<file path="config.mk">
export PLATFORM = sky130hd
export DESIGN_NAME = color_blend_unit_top
export DESIGN_NICKNAME = d
export VERILOG_FILES = /design/src/hdl/cbu_pkg.sv /design/src/hdl/color_blend_unit_top.sv
export VERILOG_INCLUDE_DIRS = /design/src /design/src/hdl
export SDC_FILE = /design/constraint.sdc
export NUM_CORES = 2
export LEC_CHECK = 0
export BUFFER_PORTS_ARGS = -buffer_cell sky130_fd_sc_hd__buf_2
export CAP_MARGIN = 15
export CORE_MARGIN = 2
export CORE_UTILIZATION = 49
export DETAILED_ROUTE_END_ITERATION = 10
export PLACE_DENSITY = 0.65
export SETUP_SLACK_MARGIN = 0.1
export SYNTH_ARGS = -nofsm -noshare
export SYNTH_HDL_FRONTEND = slang
export SYNTH_SLANG_ARGS = --single-unit
</file>
<file path="constraint.sdc">
create_clock -name aclk -period 30.9 [get_ports aclk]
set_input_delay 1.545 -clock aclk [delete_from_list [all_inputs] [get_ports aclk]]
set_output_delay 1.545 -clock aclk [all_outputs]
set_load 0.05 [all_outputs]
</file>
<file path="src/hdl/color_blend_unit_top_defines.svh">
// Assertion macros shared by the colour blend unit.
`ifndef COLOR_BLEND_UNIT_TOP_DEFINES_SVH
`define COLOR_BLEND_UNIT_TOP_DEFINES_SVH

// Checks that cons holds in the cycle after ante, outside reset.
`define CBU_ASSERT_NEXT(label, ante, cons) \
    label: assert property (@(posedge aclk) disable iff (!aresetn) (ante) |=> (cons)) \
        else $error("assertion failed");

// Checks that cons holds in the same cycle as ante, outside reset.
`define CBU_ASSERT_SAME(label, ante, cons) \
    label: assert property (@(posedge aclk) disable iff (!aresetn) (ante) |-> (cons)) \
        else $error("assertion failed");

`endif

</file>
<file path="src/hdl/cbu_pkg.sv">
// Types, codes and arithmetic helpers of the colour blend unit.
package cbu_pkg;

    localparam int unsigned CH_W     = 8;
    localparam int unsigned NUM_CH   = 4;
    localparam int unsigned PROD_W   = 2 * CH_W;
    localparam int unsigned FACTOR_W = 4;
    localparam int unsigned CFG_IDX_W = 2;

    localparam logic [CH_W-1:0]   UNORM_MAX = 8'hFF;
    localparam logic [PROD_W-1:0] ROUND_BIAS = 16'd127;

    typedef logic [CH_W-1:0] chan_t;
    typedef chan_t [NUM_CH-1:0] colour_t;

    // Blend factor codes; codes ten to fifteen select zero.
    typedef enum logic [FACTOR_W-1:0] {
        FACT_ONE           = 4'd0,
        FACT_ZERO          = 4'd1,
        FACT_SRC_ALPHA     = 4'd2,
        FACT_INV_SRC_ALPHA = 4'd3,
        FACT_DST_ALPHA     = 4'd4,
        FACT_INV_DST_ALPHA = 4'd5,
        FACT_SRC_COLOUR    = 4'd6,
        FACT_INV_SRC_COLOUR = 4'd7,
        FACT_DST_COLOUR    = 4'd8,
        FACT_INV_DST_COLOUR = 4'd9
    } factor_t;

    // Register indexes of the configuration port.
    localparam logic [CFG_IDX_W-1:0] REG_SOURCE_FACTOR = 2'd0;
    localparam logic [CFG_IDX_W-1:0] REG_DEST_FACTOR   = 2'd1;

    // Factor value for one channel. Scaling by 255 reproduces the colour
    // exactly after rounding, so factor one needs no bypass.
    function automatic chan_t cbu_factor(input logic [FACTOR_W-1:0] code,
                                         input chan_t src_alpha,
                                         input chan_t dst_alpha,
                                         input chan_t src_ch,
                                         input chan_t dst_ch);
        chan_t f;
        unique case (code)
            FACT_ONE:            f = UNORM_MAX;
            FACT_ZERO:           f = '0;
            FACT_SRC_ALPHA:      f = src_alpha;
            FACT_INV_SRC_ALPHA:  f = UNORM_MAX - src_alpha;
            FACT_DST_ALPHA:      f = dst_alpha;
            FACT_INV_DST_ALPHA:  f = UNORM_MAX - dst_alpha;
            FACT_SRC_COLOUR:     f = src_ch;
            FACT_INV_SRC_COLOUR: f = UNORM_MAX - src_ch;
            FACT_DST_COLOUR:     f = dst_ch;
            FACT_INV_DST_COLOUR: f = UNORM_MAX - dst_ch;
            default:             f = '0;
        endcase
        return f;
    endfunction

    // Floor division by 255 for values below 65280, by shift and add.
    function automatic chan_t cbu_div255(input logic [PROD_W-1:0] y);
        logic [PROD_W-1:0] t;
        t = y + {8'd0, y[PROD_W-1:CH_W]} + 16'd1;
        return t[PROD_W-1:CH_W];
    endfunction

endpackage

</file>
<file path="src/hdl/color_blend_unit_top.sv">
// Colour blend unit: four-stage pipelined source plus destination blend.
// Throughput: one pixel per clock; the pipeline advances whenever its last
// stage is empty or its result is taken, so a stall holds every stage in place.
// Reset (aresetn low at a clock edge) empties the pipeline and sets the
// source factor to one and the destination factor to zero.
`include "color_blend_unit_top_defines.svh"

module color_blend_unit_top
    import cbu_pkg::*;
(
    input  logic                     aclk,
    input  logic                     aresetn,
    // Configuration write port
    input  logic                     cfg_we,
    input  logic [CFG_IDX_W-1:0]     cfg_index,
    input  logic [FACTOR_W-1:0]      cfg_wdata,
    // Input pixel stream
    input  logic                     s_tvalid,
    output logic                     s_tready,
    // From bit 0: src_c0, src_c1, src_c2, src_c3, dst_c0, dst_c1, dst_c2, dst_c3
    input  logic [2*NUM_CH*CH_W-1:0] s_tdata,
    // Result stream
    output logic                     m_tvalid,
    input  logic                     m_tready,
    // From bit 0: out_c0, out_c1, out_c2, out_c3
    output logic [NUM_CH*CH_W-1:0]   m_tdata
);

    // Blend factor registers, captured by the first stage of each transaction.
    logic [FACTOR_W-1:0] src_factor_reg;
    logic [FACTOR_W-1:0] dst_factor_reg;

    always_ff @(posedge aclk) begin
        if (!aresetn) begin
            src_factor_reg <= FACT_ONE;
            dst_factor_reg <= FACT_ZERO;
        end else if (cfg_we) begin
            // Writes to indexes beyond the register list are dropped.
            if (cfg_index == REG_SOURCE_FACTOR) begin
                src_factor_reg <= cfg_wdata;
            end else if (cfg_index == REG_DEST_FACTOR) begin
                dst_factor_reg <= cfg_wdata;
            end
        end
    end

    // The whole pipeline moves together; it may move when the output stage
    // is empty or is being emptied this cycle.
    logic v1_reg, v2_reg, v3_reg, v4_reg;
    logic pipe_en;

    assign pipe_en  = !v4_reg || m_tready;
    assign s_tready = pipe_en;

    // Unpack the input transaction.
    colour_t in_src, in_dst;
    always_comb begin
        for (int i = 0; i < NUM_CH; i++) begin
            in_src[i] = s_tdata[i*CH_W +: CH_W];
            in_dst[i] = s_tdata[(NUM_CH+i)*CH_W +: CH_W];
        end
    end

    // Stage 1: look up the factor of every channel of both terms.
    colour_t tgt_src_reg, tgt_dst_reg, fac_src_reg, fac_dst_reg;
    colour_t fac_src_next, fac_dst_next;

    always_comb begin
        for (int i = 0; i < NUM_CH; i++) begin
            fac_src_next[i] = cbu_factor(src_factor_reg, in_src[0], in_dst[0],
                                         in_src[i], in_dst[i]);
            fac_dst_next[i] = cbu_factor(dst_factor_reg, in_src[0], in_dst[0],
                                         in_src[i], in_dst[i]);
        end
    end

    // Stage 2: one 8 by 8 multiply per channel and term, with the rounding bias.
    logic [NUM_CH-1:0][PROD_W-1:0] prod_src_reg, prod_dst_reg;
    logic [NUM_CH-1:0][PROD_W-1:0] prod_src_next, prod_dst_next;

    always_comb begin
        for (int i = 0; i < NUM_CH; i++) begin
            prod_src_next[i] = PROD_W'(tgt_src_reg[i] * fac_src_reg[i]) + ROUND_BIAS;
            prod_dst_next[i] = PROD_W'(tgt_dst_reg[i] * fac_dst_reg[i]) + ROUND_BIAS;
        end
    end

    // Stage 3: divide by 255 to give the rounded unorm products.
    colour_t term_src_reg, term_dst_reg;
    colour_t term_src_next, term_dst_next;

    always_comb begin
        for (int i = 0; i < NUM_CH; i++) begin
            term_src_next[i] = cbu_div255(prod_src_reg[i]);
            term_dst_next[i] = cbu_div255(prod_dst_reg[i]);
        end
    end

    // Stage 4: add the two terms and saturate at 255.
    colour_t out_reg, out_next;

    always_comb begin
        logic [CH_W:0] sum;
        for (int i = 0; i < NUM_CH; i++) begin
            sum = {1'b0, term_src_reg[i]} + {1'b0, term_dst_reg[i]};
            out_next[i] = sum[CH_W] ? UNORM_MAX : sum[CH_W-1:0];
        end
    end

    // Valid bits travel beside the data; they alone are reset.
    always_ff @(posedge aclk) begin
        if (!aresetn) begin
            v1_reg <= 1'b0;
            v2_reg <= 1'b0;
            v3_reg <= 1'b0;
            v4_reg <= 1'b0;
        end else if (pipe_en) begin
            v1_reg <= s_tvalid;
            v2_reg <= v1_reg;
            v3_reg <= v2_reg;
            v4_reg <= v3_reg;
        end
    end

    always_ff @(posedge aclk) begin
        if (pipe_en) begin
            tgt_src_reg  <= in_src;
            tgt_dst_reg  <= in_dst;
            fac_src_reg  <= fac_src_next;
            fac_dst_reg  <= fac_dst_next;
            prod_src_reg <= prod_src_next;
            prod_dst_reg <= prod_dst_next;
            term_src_reg <= term_src_next;
            term_dst_reg <= term_dst_next;
            out_reg      <= out_next;
        end
    end

    assign m_tvalid = v4_reg;
    always_comb begin
        for (int i = 0; i < NUM_CH; i++) begin
            m_tdata[i*CH_W +: CH_W] = out_reg[i];
        end
    end

    // A held pipeline keeps every valid bit as it was.
    `CBU_ASSERT_NEXT(a_stall_holds, !pipe_en, $stable({v1_reg, v2_reg, v3_reg, v4_reg}))
    // An accepted transaction lands in the first stage.
    `CBU_ASSERT_NEXT(a_accept_enters, s_tvalid && s_tready, v1_reg)
    // A moving pipeline shifts the third stage into the output.
    `CBU_ASSERT_NEXT(a_shift_out, pipe_en, m_tvalid == $past(v3_reg))
    // The input side stalls only behind a result that is not taken.
    `CBU_ASSERT_SAME(a_ready_rule, !s_tready, m_tvalid && !m_tready)

endmodule

</file>
# --- Word level (Yosys, flattened, before mapping) ---
# Index checks and enable logic that the tools add are counted.
# W data, S select, Z words.
op_classes:
  mul: 8
  muxes: 8
  add_sub_neg: 36
  n_bitwise: 1
  n_reduce_logical: 15
  n_eq_ne: 17
op_table:
  columns: ["op", "count"]
  rows:
  - ["$pmux W8 S9", 6]
  - ["$add A16 B1 Y16 const B", 8]
  - ["$add A16 B7 Y16 const B", 8]
  - ["$add A16 B8 Y16", 8]
  - ["$mul A8 B8 Y16", 8]
  - ["$pmux W8 S5", 2]
  - ["$sub A8 B8 Y8 const A", 8]
  - ["$add A8 B8 Y9", 4]
  - ["$eq A4 B3 Y1 const B", 8]
  - ["$eq A4 B2 Y1 const B", 4]
  - ["$eq A4 B4 Y1 const B", 4]
  - ["$reduce_or A2 Y1", 8]
  - ["$logic_not A4 Y1", 2]
  - ["$reduce_and A3 Y1", 1]
  - ["$eq A2 B1 Y1 const B", 1]
  - ["$logic_not A2 Y1", 1]
  - ["$reduce_and A2 Y1", 1]
  - ["$logic_not A1 Y1", 1]
  - ["$logic_or A1 B1 Y1", 1]
  - ["$not A1 Y1", 1]
word_totals:
  input_bits: 75
  wordCells: 127
  register_bits: 364

# --- Depth between registers and ports, before layout ---
logic_depth:
  ltp_word: 3
  depth_mapped: 16
  ltp_nobuf: 15

# --- Worst setup path before layout ---
# OpenSTA, ideal clock, no wires.
synth_path:
  path_kind: "input-to-output"
  start: "input port m_tready"
  end: "output port s_tready"
  arrival_time_ns: 11.676
  path_buffers: 1
  cell_stages: 2
  t_required_ns: 29.355
  setup_slack_ns: 17.679
  path_cell_list: "nand2b_1 -> clkbuf_1"
synth_between:
  elab_chain_len: 1
synth_rtl:
  columns: ["element", "line_no", "text"]
  rows:
  - ["from (decl)", "color_blend_unit_top.sv:24", "input logic m_tready,"]
  - ["$logic_or A1 B1 Y1", "color_blend_unit_top.sv:52", "assign pipe_en = !v4_reg || m_tready;"]
  - ["to (decl)", "color_blend_unit_top.sv:19", "output logic s_tready,"]
# No other way between the ends.

==> out/results.tsv <==
metric	value	unit
grt_first_pass_wirelength	125800	µm
viasPerCell	5.461	
vdd_ir_drop_max	0.1122	mV
wl	75540	µm
p_leak	17.66	nW
numCtsBuffers	46	
rsz0062_at_grt	false	
synth_ff_type	edfxtp_1	
slew-limit-headroom	31.15	%
synth_simple_gate_area_share	13.59	%
yosysWarnings	0	
critPathMaxFanout	8	
total_power	3.772	mW
synth_xor_area_share	4.394	%
p_per_area	99.27	mW/mm²
io_pins	109	
port-buffer-count	108	
critPathArrivalTime	5.26	ns
timing.critical_path.to_type	flop	
cts.clk_slew.worst_paths	0.06	ns
drv_slew	0	
grt_max_degree	167	
path_class	flop to flop	
cts.path.max_buffers	3	
fin_crit	4.936	ns
final_cell_mix	inv_1 (527), ha_1 (360), edfxtp_1 (352)	
muxShareOfSynthArea	0.9182	%
setup_viol	0	
fin_crit_sh	15.98	%
cts.sinks	364	
postCtsSetupBuffers	0	
hold_viol_final	0	
dieArea	0.07334	mm²
preCtsSetupSlack	26.04	ns
reg2reg_to	prod_dst_reg[29]	
drv_cap	0	
gr-total-overflow	0	
vias	24200	
min_delay_path_depth	2	
first_iter_violations	1753	
worst_ep_required_time	31.22	ns
cts.hold.buffers_added	0	
clk_latency	0.58	ns
chipHeight	270.8	µm
setup_ws	25.96	ns
syn_area	0.03488	mm²
synth_top_family_by_area	adder cells	
synth-seq-area-share	30.99	%
holdPathEnd	m_tvalid	
cts_tree	done	
synth_nets	4121	
drt_first_pass_iters	5	
initial_core_util	49.64	%
fin_tns_setup	0	ns
place.gp.congestion	0.8424	
avgRoutedWirePerCell	17.05	µm
clock_skew	0.01977	ns
whs	0.4618	ns
htreeDepth	2	
drive_gt1_share	7.588	%
synth_cell_types	71	
tightest_slew	1.030	ns
die_w	270.8	µm
synth_edf_count	352	
postRouteAntennaNets	0	
min_path_type	flop to flop	
synth_fa_ha_area_share	32.42	%
area_growth	8.920	%
hpwl	58190	µm
reg2reg_slack	25.96	ns
syn_area_per_cell	10.43	µm²
status	finished clean	
synth_cells	3346	
nets	4220	
yosys_register_bits	364	
reg2reg_from	fac_dst_reg[10]	
post_cts_resized	0	
fillers	6219	
antenna_found_initial	38	
synth-async-reset-ratio	0	%
synth_compound_area_share	11.28	%
route.detailed.drc	0	
final_common_cell	inv_1	
grt_pass1_vias	24380	
clockRootBuffer	clkbuf_16	
core_area	0.07027	mm²
setup.worst_path.start_class	flop	
grt_usage	21.25	%
core.rowCount	97	
reg2reg_depth	14	
timing.fmax	202.6	MHz
hp-start	v3_reg	
-- per-layer routing --
layer | wire, µm | part of all wire (%) | up-vias | track usage, %
li1 | - | - | 11670 | -
met1 | 33940 | 45 | 11830 | 29.34
met2 | 34100 | 45 | 536 | 33.77
met3 | 5640 | 7.5 | 135 | 5.370
met4 | 1654 | 2.2 | 36 | 4.696
met5 | 206 | 0.27 | - | 0
-- metrics by stage --
stage | utilization [%] | instances | cell area [µm²]
6_report | 54.07 | 4431 | 38000
5_1_grt | 54.03 | 4419 | 37970
4_1_cts | 54.03 | 4419 | 37970
3_5_place_dp | 51.85 | 4337 | 36430
3_3_place_gp | 51.85 | 4337 | 36430
2_1_floorplan | - | 3346 | 34880
-- worst max path at each step --
stage | slack [ns] | cells after the start | start | endpoint
2_1_floorplan | 17.68 | 2 | m_tready | s_tready
3_3_place_gp | 25.96 | 14 | fac_dst_reg[8] | prod_dst_reg[29]
3_5_place_dp | 26.04 | 14 | fac_dst_reg[10] | prod_dst_reg[29]
4_1_cts | 25.95 | 14 | tgt_dst_reg[14] | prod_dst_reg[29]
5_1_grt | 25.68 | 14 | fac_dst_reg[9] | prod_dst_reg[29]
6_report | 25.96 | 14 | fac_dst_reg[10] | prod_dst_reg[29]
-- where the power goes --
part / internal [mW] / switching, mW
Combinational: 1.00 / 1.25
Clock: 0.333 / 0.215
Sequential: 0.848 / 0.120
Total: 2.18 / 1.59
-- cell families (layout without fill, tap and decap cells) --
family	after synthesis	count (layout)
AOI/OAI and AO/OA	559	559
xor gates and xnor gates	175	175
adders and majority gates	700	700
buffers and inverters	593	726
DFF	364	364
muxes	30	30
other	0	12
and+or+nand+nor	925	925
-- Yosys cell counts (all sizes together), types with 8 or more instances --
| library cell | number | area (µm²) |
|---|---|---|
| a2111oi | 11 | 96.34 |
| inv | 527 | 1978 |
| a31oi | 9 | 56.30 |
| xor2 | 61 | 534.3 |
| o21a | 28 | 210.2 |
| ha | 360 | 4504 |
| nand3 | 57 | 285.3 |
| o221ai | 16 | 140.1 |
| o211ai | 26 | 195.2 |
| xnor2 | 114 | 998.5 |
| a21o | 29 | 217.7 |
| mux2 | 16 | 180.2 |
| clkbuf | 56 | 211.5 |
| and2 | 308 | 1927 |
| a21oi | 99 | 495.5 |
| dfxtp | 12 | 240.2 |
| nand2 | 287 | 1077 |
| edfxtp | 352 | 10570 |
| o21bai | 11 | 82.58 |
| nor3b | 8 | 60.06 |
| nand4 | 12 | 75.07 |
| fa | 340 | 6807 |
| and3 | 21 | 131.4 |
| o21ai | 126 | 630.6 |
| a221oi | 50 | 444.2 |
| or2 | 11 | 68.82 |
| nor3 | 36 | 180.2 |
| nand2b | 20 | 125.1 |
| nor2 | 102 | 382.9 |
| nor2b | 36 | 225.2 |
| o22ai | 35 | 219.0 |
| a211oi | 14 | 105.1 |
| o221a | 48 | 540.5 |
| mux2i | 14 | 140.1 |
| buf | 9 | 38.79 |
-- final cells by class --
class	count	area, µm²	share of cell area (%)
multi-input cells	2389	21850	57.50
flip-flops and latches	364	10810	28.46
inverters	528	1982	5.216
clock buffers	57	1276	3.359
well taps	940	1176	3.095
repair buffers	116	613.1	1.614
clock inverters	25	256.5	0.6751
diodes	12	30.03	0.07903
-- critical path, stage by stage, from the launching register on --
cell	delay, ns
edfxtp_1	0.50
nand2_1	0.13
fa_1	0.52
fa_1	0.55
inv_1	0.05
fa_1	0.47
inv_1	0.05
fa_1	0.48
inv_1	0.04
ha_1	0.20
or3_1	0.42
a2111oi_0	0.79
nor2_1	0.19
a31oi_1	0.24
xnor2_1	0.08
Note: power is estimated with default switching activity, not from simulation.
